--- src/rtl/mfps_pkg.sv ---
`default_nettype none
package mfps_pkg;

	localparam int MAX_COLUMNS = 256;
	localparam int COL_W = (MAX_COLUMNS > 1) ? $clog2(MAX_COLUMNS) : 1;
	localparam int ROW_WIDTH_W = 9;
	localparam int VALUE_W = 16;
	localparam int SUM_W = 32;
	// counter compare width: holds MAX_COLUMNS and any row_width value
	localparam int CNT_W = (COL_W + 1 > ROW_WIDTH_W) ? COL_W + 1 : ROW_WIDTH_W;

	localparam int QUEUE_DEPTH = 4;
	localparam int QPTR_W = $clog2(QUEUE_DEPTH);
	localparam int QCNT_W = QPTR_W + 1;

	typedef struct packed {
		logic signed [VALUE_W-1:0] value;
		logic                      last;
		logic [COL_W-1:0]          col;
		logic                      first_row;
		logic                      row_end;
	} entry_t;

endpackage
`default_nettype wire

--- src/rtl/mfps_front.sv ---
`default_nettype none
module mfps_front (
	input  wire logic                             clk,
	input  wire logic                             arst_n,
	input  wire logic                             cfg_wr_en,
	input  wire logic [mfps_pkg::ROW_WIDTH_W-1:0] cfg_wr_data,
	input  wire logic                             push,
	input  wire logic signed [mfps_pkg::VALUE_W-1:0] value,
	input  wire logic                             last,
	output mfps_pkg::entry_t                      entry
);
	import mfps_pkg::*;

	logic [ROW_WIDTH_W-1:0] row_width_q;
	logic [COL_W-1:0]       col_q;
	logic                   first_row_q;
	logic [CNT_W-1:0]       width_ext;
	logic [CNT_W-1:0]       eff_width;
	logic [CNT_W-1:0]       col_next;
	logic                   row_end;

	always_ff @(posedge clk or negedge arst_n) begin
		if (!arst_n) begin
			row_width_q <= ROW_WIDTH_W'(1);
		end else if (cfg_wr_en) begin
			row_width_q <= cfg_wr_data;
		end
	end

	// zero acts as one, anything above the array size is clamped
	always_comb begin
		width_ext = CNT_W'(row_width_q);
		if (width_ext == '0) begin
			eff_width = CNT_W'(1);
		end else if (width_ext > CNT_W'(MAX_COLUMNS)) begin
			eff_width = CNT_W'(MAX_COLUMNS);
		end else begin
			eff_width = width_ext;
		end
		col_next = CNT_W'(col_q) + CNT_W'(1);
		row_end  = !last && (col_next >= eff_width);
	end

	always_ff @(posedge clk or negedge arst_n) begin
		if (!arst_n) begin
			col_q       <= '0;
			first_row_q <= 1'b1;
		end else if (push) begin
			if (last) begin
				col_q       <= '0;
				first_row_q <= 1'b1;
			end else if (row_end) begin
				col_q       <= '0;
				first_row_q <= 1'b0;
			end else begin
				col_q <= col_next[COL_W-1:0];
			end
		end
	end

	always_comb begin
		entry.value     = value;
		entry.last      = last;
		entry.col       = col_q;
		entry.first_row = first_row_q;
		entry.row_end   = row_end;
	end

endmodule
`default_nettype wire

--- src/rtl/mfps_queue.sv ---
`default_nettype none
module mfps_queue (
	input  wire logic             clk,
	input  wire logic             arst_n,
	input  wire logic             push,
	input  wire mfps_pkg::entry_t push_entry,
	output logic                  full,
	input  wire logic             pop,
	output logic                  not_empty,
	output mfps_pkg::entry_t      pop_entry
);
	import mfps_pkg::*;

	entry_t            mem_q [QUEUE_DEPTH];
	logic [QPTR_W-1:0] wr_ptr_q;
	logic [QPTR_W-1:0] rd_ptr_q;
	logic [QCNT_W-1:0] count_q;

	assign full      = (count_q == QCNT_W'(QUEUE_DEPTH));
	assign not_empty = (count_q != '0);
	assign pop_entry = mem_q[rd_ptr_q];

	always_ff @(posedge clk) begin
		if (push) begin
			mem_q[wr_ptr_q] <= push_entry;
		end
	end

	always_ff @(posedge clk or negedge arst_n) begin
		if (!arst_n) begin
			wr_ptr_q <= '0;
			rd_ptr_q <= '0;
			count_q  <= '0;
		end else begin
			if (push) begin
				wr_ptr_q <= wr_ptr_q + QPTR_W'(1);
			end
			if (pop) begin
				rd_ptr_q <= rd_ptr_q + QPTR_W'(1);
			end
			if (push && !pop) begin
				count_q <= count_q + QCNT_W'(1);
			end else if (pop && !push) begin
				count_q <= count_q - QCNT_W'(1);
			end
		end
	end

endmodule
`default_nettype wire

--- src/rtl/mfps_back.sv ---
`default_nettype none
module mfps_back (
	input  wire logic                         clk,
	input  wire logic                         arst_n,
	input  wire logic                         q_valid,
	input  wire mfps_pkg::entry_t             q_entry,
	output logic                              pop,
	output logic                              out_valid,
	input  wire logic                         out_stall,
	output logic signed [mfps_pkg::SUM_W-1:0] min_sum,
	output logic                              no_path
);
	import mfps_pkg::*;

	// inf set means no path reaches this sum
	typedef struct packed {
		logic                    inf;
		logic signed [SUM_W-1:0] val;
	} sum_t;

	localparam sum_t SUM_INF = '{inf: 1'b1, val: '0};

	function automatic logic sum_less(input sum_t a, input sum_t b);
		logic res;
		if (a.inf) begin
			res = 1'b0;
		end else if (b.inf) begin
			res = 1'b1;
		end else begin
			res = (a.val < b.val);
		end
		return res;
	endfunction

	sum_t             prev_best_q;
	logic [COL_W-1:0] prev_best_col_q;
	sum_t             prev_second_q;
	sum_t             cur_best_q;
	logic [COL_W-1:0] cur_best_col_q;
	sum_t             cur_second_q;

	logic                    out_valid_q;
	logic signed [SUM_W-1:0] min_sum_q;
	logic                    no_path_q;

	sum_t                    pred;
	sum_t                    path;
	logic signed [SUM_W:0]   sum_wide;
	sum_t                    nxt_best;
	logic [COL_W-1:0]        nxt_best_col;
	sum_t                    nxt_second;
	logic                    slot_free;

	assign slot_free = !out_valid_q || !out_stall;
	assign pop       = q_valid && (!q_entry.last || slot_free);

	always_comb begin
		pred     = (q_entry.col != prev_best_col_q) ? prev_best_q : prev_second_q;
		sum_wide = {pred.val[SUM_W-1], pred.val} + (SUM_W + 1)'(q_entry.value);
		if (q_entry.first_row) begin
			path.inf = 1'b0;
			path.val = SUM_W'(q_entry.value);
		end else if (pred.inf) begin
			path = SUM_INF;
		end else begin
			path.inf = 1'b0;
			if (sum_wide[SUM_W] != sum_wide[SUM_W-1]) begin
				// saturate toward the sign of the true sum
				path.val = sum_wide[SUM_W] ? {1'b1, {(SUM_W-1){1'b0}}}
				                           : {1'b0, {(SUM_W-1){1'b1}}};
			end else begin
				path.val = sum_wide[SUM_W-1:0];
			end
		end

		nxt_best     = cur_best_q;
		nxt_best_col = cur_best_col_q;
		nxt_second   = cur_second_q;
		if (sum_less(path, cur_best_q)) begin
			nxt_second   = cur_best_q;
			nxt_best     = path;
			nxt_best_col = q_entry.col;
		end else if (sum_less(path, cur_second_q)) begin
			nxt_second = path;
		end
	end

	always_ff @(posedge clk or negedge arst_n) begin
		if (!arst_n) begin
			prev_best_q     <= SUM_INF;
			prev_best_col_q <= '0;
			prev_second_q   <= SUM_INF;
			cur_best_q      <= SUM_INF;
			cur_best_col_q  <= '0;
			cur_second_q    <= SUM_INF;
		end else if (pop) begin
			if (q_entry.last) begin
				prev_best_q     <= SUM_INF;
				prev_best_col_q <= '0;
				prev_second_q   <= SUM_INF;
				cur_best_q      <= SUM_INF;
				cur_best_col_q  <= '0;
				cur_second_q    <= SUM_INF;
			end else if (q_entry.row_end) begin
				prev_best_q     <= nxt_best;
				prev_best_col_q <= nxt_best_col;
				prev_second_q   <= nxt_second;
				cur_best_q      <= SUM_INF;
				cur_best_col_q  <= '0;
				cur_second_q    <= SUM_INF;
			end else begin
				cur_best_q     <= nxt_best;
				cur_best_col_q <= nxt_best_col;
				cur_second_q   <= nxt_second;
			end
		end
	end

	always_ff @(posedge clk or negedge arst_n) begin
		if (!arst_n) begin
			out_valid_q <= 1'b0;
		end else if (pop && q_entry.last) begin
			out_valid_q <= 1'b1;
		end else if (!out_stall) begin
			out_valid_q <= 1'b0;
		end
	end

	always_ff @(posedge clk) begin
		if (pop && q_entry.last) begin
			no_path_q <= nxt_best.inf;
			min_sum_q <= nxt_best.inf ? '0 : nxt_best.val;
		end
	end

	assign out_valid = out_valid_q;
	assign min_sum   = min_sum_q;
	assign no_path   = no_path_q;

endmodule
`default_nettype wire

--- src/rtl/min_falling_path_sum_no_same_column_core.sv ---
`default_nettype none
// channel  | handshake               | payload
// ---------+-------------------------+----------------------------
// cfg      | cfg_wr_en               | cfg_wr_data (row width)
// in       | in_valid / in_stall     | value, last
// out      | out_valid / out_stall   | min_sum, no_path
//
// One element per cycle while in_stall is low. An accepted element enters a
// 4-entry queue; the back end takes one entry a cycle unless a last entry waits
// on out_stall, and registers the result and out_valid when it takes the last.
// in_stall rises only when the queue is full; out_stall holds the result
// register and, once the queue fills, the input. No clearing pass after reset.
module min_falling_path_sum_no_same_column_core (
	input  wire logic                             clk,
	input  wire logic                             arst_n,
	input  wire logic                             cfg_wr_en,
	input  wire logic [mfps_pkg::ROW_WIDTH_W-1:0] cfg_wr_data,
	input  wire logic                             in_valid,
	output logic                                  in_stall,
	input  wire logic signed [mfps_pkg::VALUE_W-1:0] value,
	input  wire logic                             last,
	output logic                                  out_valid,
	input  wire logic                             out_stall,
	output logic signed [mfps_pkg::SUM_W-1:0]     min_sum,
	output logic                                  no_path
);
	import mfps_pkg::*;

	entry_t push_entry;
	entry_t pop_entry;
	logic   push;
	logic   pop;
	logic   full;
	logic   not_empty;

	assign in_stall = full;
	assign push     = in_valid && !full;

	mfps_front u_front (
		.clk         (clk),
		.arst_n      (arst_n),
		.cfg_wr_en   (cfg_wr_en),
		.cfg_wr_data (cfg_wr_data),
		.push        (push),
		.value       (value),
		.last        (last),
		.entry       (push_entry)
	);

	mfps_queue u_queue (
		.clk        (clk),
		.arst_n     (arst_n),
		.push       (push),
		.push_entry (push_entry),
		.full       (full),
		.pop        (pop),
		.not_empty  (not_empty),
		.pop_entry  (pop_entry)
	);

	mfps_back u_back (
		.clk       (clk),
		.arst_n    (arst_n),
		.q_valid   (not_empty),
		.q_entry   (pop_entry),
		.pop       (pop),
		.out_valid (out_valid),
		.out_stall (out_stall),
		.min_sum   (min_sum),
		.no_path   (no_path)
	);

endmodule
`default_nettype wire
--- config.mk ---
export PLATFORM = sky130hd
export DESIGN_NAME = min_falling_path_sum_no_same_column_core
export DESIGN_NICKNAME = d
export VERILOG_FILES = /design/src/rtl/mfps_pkg.sv /design/src/rtl/mfps_front.sv /design/src/rtl/mfps_queue.sv /design/src/rtl/mfps_back.sv /design/src/rtl/min_falling_path_sum_no_same_column_core.sv
export SDC_FILE = /design/constraint.sdc
export NUM_CORES = 1
export LEC_CHECK = 0
export ABC_CLOCK_PERIOD_IN_PS = 15700
export BUFFER_PORTS_ARGS = -buffer_cell sky130_fd_sc_hd__buf_4
export CELL_PAD_IN_SITES_DETAIL_PLACEMENT = 1
export CELL_PAD_IN_SITES_GLOBAL_PLACEMENT = 2
export CORE_MARGIN = 2
export CORE_UTILIZATION = 48
export CTS_BUF_LIST = sky130_fd_sc_hd__clkbuf_4 sky130_fd_sc_hd__clkbuf_8
export CTS_CLUSTER_DIAMETER = 150
export DETAILED_ROUTE_END_ITERATION = 8
export HOLD_SLACK_MARGIN = 0.05
export PLACE_DENSITY_LB_ADDON = 0.25
export RECOVER_POWER = 100
export SYNTH_ARGS = -nofsm -noshare
export SYNTH_HDL_FRONTEND = slang
export SYNTH_SLANG_ARGS = --single-unit
--- constraint.sdc ---
create_clock -name clk -period 15.7 [get_ports clk]
set_input_delay 1.57 -clock clk [delete_from_list [all_inputs] [get_ports clk]]
set_output_delay 1.57 -clock clk [all_outputs]
set_load 0.03 [all_outputs]
After elaboration in Yosys (flattened, before gate mapping) --
Memory sizes are Yosys's and may differ from the RTL's. Index checks and enable logic that the tools add are counted.
Storage, ports and cells: register bits 207, memory bits (writable) 108, output and inout port bits 35, memories 1
Memory list:
- u_queue.mem_q | words 4, bits a word 27, read ports 1, clocked after memory_dff 0, write ports 1, RTL line mfps_queue.sv:14 | entry_t mem_q [QUEUE_DEPTH];
Operators by class: add/subtract/negate cells 6, magnitude comparators 4, equal/unequal tests 4, mux-type cells 38, reduce and logical (&&, ||, !) cells 22
Operators with widths (count):
- $mux 33 | 14
- $lt 32x32->1 | 2
- $mux 32 | 2
- $mux 8 | 7
- $add 32x16->33 | 1
- $mux 9 | 2
- $mux 1 | 11
- $add 8x1->9 const B | 1
- $ge 9x9->1 | 1
- $gt 9x9->1 const B | 1
- $logic_not 9->1 | 1
- $ne 8x8->1 | 1
- $logic_not 1->1 | 7
- $logic_and 1x1->1 | 6
- $mux 3 | 2
- $reduce_bool 2->1 | 3
- $add 2x1->2 const B | 2
- $reduce_and 2->1 | 2
- $add 3x1->3 const B | 1
- $eq 3x3->1 const B | 1
- $reduce_bool 3->1 | 1
- $sub 3x1->3 const B | 1
- $logic_or 1x1->1 | 2
- $ne 2x1->1 const B | 1
- $ne 1x1->1 | 1

Longest topological paths before layout --
An unclocked memory read counts as a cell.
depth in word-level cells 16, gate-level depth with buffers 39, depth with buffers taken out 33

Cells and area by module --
A second synthesis with hierarchy kept.
Unflattened totals: cells, all modules 1591, area, all modules 17650.7 sq um
By module, submodules not included:
- mfps_back | instances 1, cells an instance 1288, area an instance 12081.6 sq um
- mfps_queue | instances 1, cells an instance 175, area an instance 4300.4 sq um
- mfps_front | instances 1, cells an instance 127, area an instance 1255.0 sq um
- min_falling_path_sum_no_same_column_core | instances 1, cells an instance 1, area an instance 13.8 sq um

Worst setup path before layout --
Ideal clock, no wire load.
path kind register to register, start point reg u_queue.rd_ptr_q[0], end point reg u_back.min_sum_q[1] (netlist: u_back.min_sum[1]) (data pin), library setup time 0.266 ns, arrival 8.339 ns, data required time 15.434 ns, slack 7.095 ns, cell stages (with the launch flop) 38, buffers on the path 6, clock period less this slack 8.605 ns, cell sequence dfrtp_1 > buf_6 > mux4_2 > xnor2_1 > nand4_1 > nor2_1 > clkbuf_1 > mux2_2 > ha_1 > a21oi_1 > o21ai_0 > a221o_1 > a221oi_1 > o21ai_0 > a221o_1 > a21oi_1 > o21bai_1 > xnor2_1 > [... 2 more ...] > a211oi_1 > or3b_1 > buf_2 > clkbuf_1 > o21ai_0 > ha_1 > a21o_1 > a21o_1 > a21oi_1 > o21ai_0 > a22oi_1 > o211ai_1 > a31o_2 > nor3_1 > buf_6 > buf_4 > mux2i_1 > nor2_1
Between the ends: word-level cells in the longest chain between the ends 12, elaborated cells between the ends (all ways) 13, classes of those cells add/sub (1); order compare (1); eq/ne (2); mux (8); memory (1)
Ends and longest elaborated chain:
- start: declaration | RTL line mfps_queue.sv:16 | logic [QPTR_W-1:0] rd_ptr_q;
- start signal: assignment | RTL line mfps_queue.sv:39 | rd_ptr_q <= rd_ptr_q + QPTR_W'(1);
- $mem_v2 4x27 (*)
- $ne 8x8->1 | RTL line mfps_back.sv:58 | pred = (q_entry.col != prev_best_col_q) ? prev_best_q : prev_second_q;
- $mux 33 | RTL line mfps_back.sv:58
- $add 32x16->33 | RTL line mfps_back.sv:59 | sum_wide = {pred.val[SUM_W-1], pred.val} + (SUM_W + 1)'(q_entry.value);
- $mux 32 / $ne 1x1->1 (equally long branches) | RTL line mfps_back.sv:69, mfps_back.sv:67
- $mux 32 | RTL line mfps_back.sv:67 | if (sum_wide[SUM_W] != sum_wide[SUM_W-1]) begin
- $mux 33 | RTL line mfps_back.sv:63 | end else if (pred.inf) begin
- $mux 33 (*) | RTL line mfps_back.sv:60 | if (q_entry.first_row) begin
- $lt 32x32->1 | RTL line mfps_back.sv:30 | res = (a.val < b.val);
- $mux 1 | RTL line mfps_back.sv:27 | end else if (b.inf) begin
- $mux 1 | RTL line mfps_back.sv:25 | if (a.inf) begin
- $mux 33 (*) | RTL line mfps_back.sv:79 | if (sum_less(path, cur_best_q)) begin
- end signal: assignment | RTL line mfps_back.sv:132 | min_sum_q <= nxt_best.inf ? '0 : nxt_best.val;
- end: declaration | RTL line mfps_back.sv:43 | logic signed [SUM_W-1:0] min_sum_q;
Every way passes the cells marked *; elsewhere a longest branch is shown, timed or not. A chain may end at the register's enable or synchronous reset.

Worst setup path in the final report --
start point reg u_queue.rd_ptr_q[0], end point reg u_back.prev_second_q[0] (netlist bit)
Between the ends: word-level cells in the longest chain between the ends 16, elaborated cells between the ends (all ways) 25, classes of those cells add/sub (1); order compare (2); eq/ne (2); mux (14); reduce/logical (5); memory (1)
Ends and longest elaborated chain:
- $mem_v2 4x27 (*)
- $ne 8x8->1 | RTL line mfps_back.sv:58
- $mux 33 | RTL line mfps_back.sv:58
- $add 32x16->33 | RTL line mfps_back.sv:59
- $mux 32 / $ne 1x1->1 (equally long branches) | RTL line mfps_back.sv:69, mfps_back.sv:67
- $mux 32 | RTL line mfps_back.sv:67
- $mux 33 | RTL line mfps_back.sv:63
- $mux 33 | RTL line mfps_back.sv:60
- $lt 32x32->1 | RTL line mfps_back.sv:30
- $mux 1 | RTL line mfps_back.sv:27
- $mux 1 | RTL line mfps_back.sv:25
- $mux 1 | RTL line mfps_back.sv:79
- $mux 33 | RTL line mfps_back.sv:83 | end else if (sum_less(path, cur_second_q)) begin
- $mux 33 | RTL line mfps_back.sv:79
- $mux 33 | RTL line mfps_back.sv:104 | end else if (q_entry.row_end) begin
- $mux 33 | RTL line mfps_back.sv:97 | if (q_entry.last) begin
- end signal: assignment | RTL line mfps_back.sv:107 | prev_second_q <= nxt_second;
- end: declaration | RTL line mfps_back.sv:37 | sum_t prev_second_q;
Every way passes the cells marked *; elsewhere a longest branch is shown, timed or not. The select of a mux whose other input is x is not followed.

==> results by group <==
Worst setup path
  – WP buf/inv: 4
  – CP Data Required Time: 16220 ps
  – Crit-path most repeated cell: o21ai_0
  – CP Max Fanout: 27
  – Critical Path AT: 13460 ps
  – Crit-path max cell delay: 1280 ps
  – Crit end category: flop
  – Startpoint Class: flop
  – Worst path slowest cell: clkbuf_1
  – Crit-path leading delay family: compound AO/OA/AOI/OAI gates
  – Type of the worst setup path: reg2reg

STA
  – Crit path time final: 12950 ps
  – Final hold vios: 0
  – Total Neg Setup Slack: 0 ps
  – Final-report max-slew violation count: 296
  – WHS: 471 ps
  – Slew @ Worst Pin: 3850 ps
  – Max Clk Rate: 0.0772 GHz
  – Final period util: 82.5%
  – Worst Clk Skew: 40.6 ps
  – Unrepaired setup endpoints after global routing: no
  – Final setup viols: 0
  – Slew headroom: -156%

Final layout
  – # fillers: 3713
  – Diodes inserted: 0
  – P&R area growth vs syn: 10.7%
  – Final #Nets: 1700
  – Layout cell share with drive strength beyond 1: 13.1%
  – Non-filler instance count after layout: 2060

Synthesis
  – Largest area contributor in the synthesized netlist: edfxtp_1
  – Mapped cell area: 17100 sq um
  – Synth top area share: 24.7%
  – Synth Flop Type: dfrtp_1
  – Seq/Total Area, Yosys: 50.2%
  – Synth unique cells: 76
  – EDFF count, synth: 141
  – Yosys warns: 0
  – Synth top area cells: edfxtp_1 (25%), dfrtp_1 (25%), ha_1 (8.1%)
  – Net count after synthesis: 1624
  – Synth Instances: 1480
  – Syn Area/Cell: 11.6 sq um
  – Yosys reg bits: 315
  – FFs w/ async S/R, synth: 55.2%

Global route
  – GRT overflow: 0
  – Largest net degree at the start of global routing: 68
  – First-pass GRT wire length: 75700 microns
  – GRT Util Overall: 26.7%
  – Initial antenna violation count: 0
  – Vias in the first global route: 13213

Die
  – Die area: 37200 sq um
  – Starting density of the core: 48.5%
  – I/O pins: 66
  – Row count: 69
  – Die Wd: 193 microns
  – Die H: 193 microns
  – Core ar.: 35300 sq um

Drt
  – Final wirelength: 47700 microns
  – # DRC: 0
  – Vias post-DR: 12306
  – Post-DR wirelength/cell: 23.2 microns
  – DR vias/cell: 5.97
  – Routed Antenna Nets: 0
  – Initial DRC Count: 646
  – First drt pass iteration count: 5

Outcome
  – Status: complete, but fails checks
  – Failing checks: max-capacitance violations, max-slew violations

Placed design
  – HPWL after DPL: 32500 microns
  – Dpl cells: 1961
  – PortBufs: 65
  – Gpl congestion: 0.853

Clocking
  – Worst skew pair latency: 660 ps
  – CTS Buffer Depth: 3
  – Setup Buffers After CTS: 0
  – Clock Sinks: 315
  – TritonCTS clock tree: done
  – Total CTS buffers: 54
  – Clk root buf: clkbuf_8
  – Worst-path clk slew: 60 ps
  – # hold bufs at CTS: 0
  – # resized after CTS: 0
  – Htree depth: 2

Min path
  – Min-delay worst type: reg2reg

Flow run
  – Max-Cap Viols: 7
[cell usage after synthesis, types with 10 or more instances]
cell type / count
dfrtp_1: 168
edfxtp_1: 141
nand2_1: 114
ha_1: 111
inv_1: 84
o21ai_0: 80
nor2_1: 76
mux2i_1: 66
o21ai_1: 66
a21oi_1: 49
a21o_1: 48
a22o_1: 46
a32oi_1: 45
mux2_2: 45
clkbuf_1: 40
xnor2_1: 29
mux4_2: 24
nand4_1: 18
o21a_1: 17
xor2_1: 14
nand3_1: 13
a211oi_1: 10
buf_2: 10
nor3_1: 10
[area by class of cell]
cell class / instances / area [sq um] / area share (%)
clock buffer: 85 / 1040 / 5.52
inverter: 86 / 323 / 1.70
sequential: 315 / 8600 / 45.4
timing repair buffer: 92 / 439 / 2.32
tap: 461 / 577 / 3.05
clock inverter: 14 / 134 / 0.707
multi-input combinational: 1007 / 7830 / 41.3
[tightest hold or removal path, delay by kind of cell, from the launching register on]
family                 cells  cell delay, ps
buffers and inverters      1              50
AO/OA/AOI/OAI              1              50
flip-flops                 1             370
[routing by layer]
metal | vias up | GRT usage, % | share of wire (%)
met5 | - | 0 | 0
met2 | 283 | 43.3 | 48
li1 | 5713 | - | -
met4 | 0 | 8.07 | 2.2
met3 | 70 | 5.60 | 5.1
met1 | 6240 | 36.2 | 45
[path summary, 6_finish.rpt]
path | cells past startpoint | from | slack [ps] | endpoint
min in group asynchronous | 1 | arst_n | 1650 | u_back.prev_second_q[31]
max in group asynchronous | 2 | arst_n | 9400 | u_front.col_q[5]
min | 2 | u_back.prev_best_q[32] | 470 | u_back.prev_best_q[32]
max reg2reg | 30 | u_queue.rd_ptr_q[0] | 2750 | u_back.prev_second_q[0]
max | 30 | u_queue.rd_ptr_q[0] | 2750 | u_back.prev_second_q[0]
min reg2reg | 2 | u_back.prev_best_q[32] | 470 | u_back.prev_best_q[32]
[state kept, by name, summed over array words and instances, names as in the netlist, 3 cells and up]
signal,flops
u_back.cur_second_q,33
u_queue.count_q,3
u_back.cur_best_col_q,8
u_front.col_q,8
u_queue.mem_q,108
u_back.cur_best_q,33
u_back.prev_second_q,33
u_back.prev_best_col_q,8
u_front.row_width_q,9
u_back.min_sum,32
u_back.prev_best_q,33
[cells in the final DEF, fill, tap and decap left out, drive strengths merged, types with 4 or more instances in the layout]
cell,n
o41ai,5
xnor2,29
a22o,46
clkinv,14
nand2,114
ha,111
edfxtp,141
a211oi,13
o21ai,146
o31ai,4
a21o,48
nor3,10
clkbuf,153
mux2i,66
xor2,14
a31oi,6
nand3,13
nor2b,9
and4,5
o22ai,4
nand4,18
or3,7
a32oi,45
dfrtp,168
nand2b,5
nor4,7
dfstp,6
mux2,46
a21oi,52
nor2,77
o21a,17
and2,10
and3,9
o211ai,7
buf,24
inv,84
mux4,26
[kinds of logic (layout without fill, tap and decap cells)]
group	count (synthesis)	count (layout)	share of synthesized area, %
buf+inv	158	277	4.09
simple gates	295	295	8.08
compound gates	418	418	16.7
flops	315	315	50.2
fa+ha+maj	113	113	8.35
mux	138	138	10.4
xor+xnor	43	43	2.20
[metrics by stage]
stage	util (%)	cell area (sq um)	setup slack (ps)
finish	53.6	18900	2750
floorplan	-	17100	7090
CTS	54.5	19200	4040
detailed placement	51.1	18000	4070
global route	53.6	18900	1590
global placement	51.1	18000	4300
Power is left out: the tool's default activity adds up to more than one toggle a clock period on the data nets, which glitch-free logic cannot reach.
